[src/rtl/lbts_pkg.sv]
package lbts_pkg;

    localparam int TABLE_DEPTH = 1024;
    localparam int TBL_AW      = $clog2(TABLE_DEPTH);

    localparam int SMP_W   = 10;
    localparam int CNT_W   = 16;
    localparam int SHIFT_K = 6;

    localparam int S_DATA_W = 16;
    localparam int S_USER_W = 2;
    localparam int M_DATA_W = 40;
    localparam int APB_AW   = 5;

    localparam logic [2:0] REG_LIGHT_MIN   = 3'd0;
    localparam logic [2:0] REG_LIGHT_MAX   = 3'd1;
    localparam logic [2:0] REG_COUNTS_MAX  = 3'd2;
    localparam logic [2:0] REG_COUNTS_MIN  = 3'd3;
    localparam logic [2:0] REG_AUTO_ENABLE = 3'd4;

    localparam logic OP_SAMPLE = 1'b0;
    localparam logic OP_CAL    = 1'b1;
    localparam logic CH_THERM  = 1'b0;
    localparam logic CH_LIGHT  = 1'b1;

    typedef struct packed {
        logic             done;
        logic [CNT_W-1:0] quotient;
        logic [SMP_W-1:0] remainder;
    } div_res_t;

    function automatic logic [TBL_AW-1:0] table_index(input logic [SMP_W-1:0] smp);
        logic [TBL_AW-1:0] idx;
        if (32'(smp) >= TABLE_DEPTH)
            idx = TBL_AW'(TABLE_DEPTH - 1);
        else
            idx = TBL_AW'(smp);
        return idx;
    endfunction

endpackage

[src/rtl/lbts_div.sv]
module lbts_div (
    input  logic                         clk,
    input  logic                         rst_n,
    input  logic                         start,
    input  logic [lbts_pkg::CNT_W-1:0]   dividend,
    input  logic [lbts_pkg::SMP_W-1:0]   divisor,
    output lbts_pkg::div_res_t           res
);
    import lbts_pkg::*;

    localparam int CW = $clog2(CNT_W);

    logic [CNT_W-1:0] quot_reg, quot_next;
    logic [SMP_W-1:0] rem_reg, rem_next;
    logic [CW-1:0]    cnt_reg, cnt_next;
    logic             busy_reg, busy_next;
    logic             done_reg, done_next;
    logic [SMP_W:0]   trial;
    logic             ge;

    always_comb
    begin
        trial     = {rem_reg, quot_reg[CNT_W-1]};
        ge        = trial >= {1'b0, divisor};
        quot_next = quot_reg;
        rem_next  = rem_reg;
        cnt_next  = cnt_reg;
        busy_next = busy_reg;
        done_next = 1'b0;
        if (start)
        begin
            quot_next = dividend;
            rem_next  = '0;
            cnt_next  = '0;
            busy_next = 1'b1;
        end
        else if (busy_reg)
        begin
            quot_next = {quot_reg[CNT_W-2:0], ge};
            rem_next  = ge ? SMP_W'(trial - {1'b0, divisor}) : trial[SMP_W-1:0];
            cnt_next  = cnt_reg + 1'b1;
            if (cnt_reg == CW'(CNT_W - 1))
            begin
                busy_next = 1'b0;
                done_next = 1'b1;
            end
        end
    end

    always_ff @(posedge clk or negedge rst_n)
    begin
        if (!rst_n)
        begin
            busy_reg <= 1'b0;
            done_reg <= 1'b0;
            cnt_reg  <= '0;
        end
        else
        begin
            busy_reg <= busy_next;
            done_reg <= done_next;
            cnt_reg  <= cnt_next;
        end
    end

    always_ff @(posedge clk)
    begin
        quot_reg <= quot_next;
        rem_reg  <= rem_next;
    end

    assign res = {done_reg, quot_reg, rem_reg};

endmodule

[config.mk]
export PLATFORM = sky130hd
export DESIGN_NAME = lbts_div
export DESIGN_NICKNAME = d
export VERILOG_FILES = /design/src/rtl/lbts_pkg.sv /design/src/rtl/lbts_div.sv
export SDC_FILE = /design/constraint.sdc
export NUM_CORES = 1
export LEC_CHECK = 0
export BUFFER_PORTS_ARGS = -buffer_cell sky130_fd_sc_hd__clkbuf_2
export CAP_MARGIN = 20
export CORE_ASPECT_RATIO = 1.25
export CORE_MARGIN = 8
export CORE_UTILIZATION = 31
export CTS_BUF_LIST = sky130_fd_sc_hd__clkbuf_2
export DETAILED_ROUTE_END_ITERATION = 10
export GPL_TIMING_DRIVEN = 0
export SLEW_MARGIN = 20
export SYNTH_ARGS = -nofsm -noshare
export SYNTH_HDL_FRONTEND = slang
export SYNTH_SLANG_ARGS = --single-unit
[constraint.sdc]
create_clock -name clk -period 2.9 [get_ports clk]
set_input_delay 0.58 -clock clk [delete_from_list [all_inputs] [get_ports clk]]
set_output_delay 0.58 -clock clk [all_outputs]
set_load 0.05 [all_outputs]
==> flow_summary_export.csv <==
group,metric,value,unit
run_status,status,"finished clean",
clock_tree,worstSkewPairLatency,0.36,ns
timing,finalMaxSlewViolations,0,
floorplan,die_h,104,um
setup_path,arrival,2.64,ns
synthesis,synthAdderAreaFrac,8.13,%
finish,nFillCells,630,
finish,fin_util,39.0,%
grt,busiest_layer,"met2",
power,peakVddDrop,280,uV
clock_tree,numCtsBuffers,5,
synthesis,synth_compound_area_share,15.0,%
synthesis,ys_seq_elements,32,
grt,grt_first_pass_wirelength,7790,um
clock_tree,clockBufferDepth,2,
finish,layout_common_cells,"clkbuf_2, mux2_2, nor2_1, edfxtp_1",
synthesis,yosys_warnings,0,
synthesis,synth_xor_area_share,4.06,%
clock_tree,cts_resized,0,
clock_tree,cts.sinks,32,
finish,final_common_cell,"clkbuf_2",
setup_path,crit_required,3.19,ns
timing,final_hold_viol_count,0,
timing,tightestPinTransition,0.529,ns
timing,fmax,0.426,GHz
finish,area_growth_syn_to_layout,23.3,%
power,leakagePower,1.10,nW
grt,overflow,0,
synthesis,synthMuxAreaShare,14.7,%
clock_tree,htreeDepth,2,
floorplan,initial_core_util,31.7,%
timing,period_needed,2.35,ns
floorplan,ioPinCount,56,
finish,largest_register_ffs,16,
placed_design,numPortBuffers,54,
power,p_sw_share,32.1,%
power,power.switching,0.359,mW
timing,finalSetupTns,0,ns
timing,period_share,81.0,%
synthesis,synth_flop_cell,"edfxtp_1",
finish,final_cell_area,0.00239,mm^2
detailed_routing,wl_per_cell,13.9,um
power,seqPwrFrac,47.5,%
synthesis,ys_async_sr_fraction,18.8,%
grt,grt_util_all_layers,10.7,%
synthesis,synth_cell_type_count,42,
detailed_routing,drt-pass1-iter-count,4,
power,clkPwrFrac,27.1,%
finish,post_layout_nonfiller_instances,325,
grt,antenna_found_initial,0,
setup_path,worstSetupPathType,"reg -> reg",
floorplan,rows,32,
placed_design,post-place-ws,0.315,ns
synthesis,syn_nets,218,
power,p_int,0.759,mW
floorplan,core,0.00613,mm^2
detailed_routing,final_antenna_net_count,0,
detailed_routing,remaining_drc_errors,0,
setup_path,worstPathMaxFanout,3,
setup_path,cp-start-kind,"flip-flop",
grt,use_met2,17.5,%
synthesis,avgSynthCellArea,11.0,um^2
detailed_routing,via_per_inst,4.62,
grt,gr-usage-met3,4.27,%
timing,layout_setup_ws,0.551,ns
synthesis,synth-edff-count,16,
grt,grt_use_met1,12.1,%
timing,finalSetupViolations,0,
flow_run,drv_cap,0,
power,combPwrFrac,25.3,%
clock_tree,clock-root-buffer,"clkbuf_2",
synthesis,syn_area,0.00194,mm^2
synthesis,yosys.area.top_type,"edfxtp_1",
placed_design,place_inst,316,
clock_tree,cts.clk_slew.worst_paths,0.18,ns
finish,finalNetCount,280,
synthesis,synth-simple-area-share,10.8,%
placed_design,placed_cell_area,0.00232,mm^2
grt,grt_pass1_vias,1650,
grt,grt_max_degree,17,
floorplan,die_x,86.7,um
hold_path,hold_class,"in -> reg",
clock_tree,cts_tree,"done",
detailed_routing,wl,4520,um
finish,antennaDiodeCount,0,
synthesis,synth_top_family_by_area,"compound AO/OA/AOI/OAI gates",
floorplan,dieArea,0.00906,mm^2
synthesis,netlist_top_cells_area,"edfxtp_1, dfxtp_1, mux2_2, dfrtp_1, ha_1",
finish,drive_gt1_share,36.3,%
detailed_routing,drt_iter0_drc,31,
timing,max-slew-margin-rel,64.7,%
synthesis,synth.top_cell.area_share,24.8,%
power,powerDensity,467,mW/mm^2
synthesis,synthCells,177,
timing,fin_worst_skew,0.0121,ns
placed_design,place_congestion,0.750,
synthesis,yosysSeqAreaShare,42.8,%
detailed_routing,vias,1501,
timing,rsz0062_at_grt,"false",
setup_path,worst_setup_path_end_kind,"flip-flop",
placed_design,dp_hpwl,3650,um
==> worst max-delay path: stages, from the launching register on <==
cell and delay [ns]:
edfxtp_1 0.43, inv_1 0.09, ha_1 0.15, inv_1 0.05
fa_1 0.42, a211oi_1 0.33, nor2_1 0.12, o221ai_1 0.22
xnor2_1 0.16, mux2i_1 0.10, a211oi_1 0.22
==> final cells by class <==
class	count	area [um^2]	area share (%)
well taps	85	106	4.45
clock buffers	6	30.0	1.26
clock inverters	2	35.0	1.47
repair buffers	55	280	11.7
inverters	11	41.3	1.73
flip-flops and latches	32	831	34.7
multi-input cells	125	1020	42.8
plain buffers	9	45.0	1.88
==> worst paths after layout <==
kind	from	to	slack (ns)	cells after the start
setup / recovery	quot_reg[15]	rem_reg[8]	0.55	10
hold / removal	dividend[9]	quot_reg[9]	0.50	2
setup reg to reg	quot_reg[15]	rem_reg[8]	0.55	10
hold reg to reg	rem_reg[8]	rem_reg[8]	0.54	2
max in group asynchronous	rst_n	cnt_reg[3]	2.21	2
min in group asynchronous	rst_n	cnt_reg[0]	0.55	2
==> stage by stage <==
stage	hold WS (ns)	total power, mW
global placement	0.412	0.824
finish	0.502	1.12
CTS	0.463	1.14
global route	0.448	1.18
floorplan	0.284	0.751
detailed placement	0.415	0.826
==> cells by family after synthesis <==
logic type / count (synthesis)
buf+inv: 20
flops: 32
xor+xnor: 9
fa+ha+maj: 12
simple gates: 42
mux: 26
compound gates: 36
==> power by group through the flow <==
stage / sequential [mW] / clock, mW / combinational (mW)
after floorplan: 0.635 / 0 / 0.116
after global placement: 0.541 / 0 / 0.283
after detailed placement: 0.541 / 0 / 0.284
after CTS: 0.532 / 0.316 / 0.287
after global routing: 0.537 / 0.332 / 0.308
final: 0.531 / 0.303 / 0.283
==> repair_timing <==
action	4_1_cts	5_1_grt
endpoints found under the hold margin	6	0
buffers inserted	0	0
hold buffers	1	0
==> synth_stat cells, types with 4 or more instances <==
master    count
mux2i_1       9
xnor2_1       5
edfxtp_1     16
xor2_1        4
dfrtp_1       6
ha_1         11
a21oi_1       8
clkbuf_1      7
dfxtp_1      10
mux2_2       16
inv_1        11
nand2_1       5
a21o_1        5
a211oi_1      8
nand2b_1      4
nor2_1       16
==> layer usage <==
metal	part of all wire [%]	wire, um
met5	0	0
met1	42	1900
met4	0.97	44
met3	8.0	364
met2	49	2220
No activity file was read; power rests on OpenSTA's default activity.
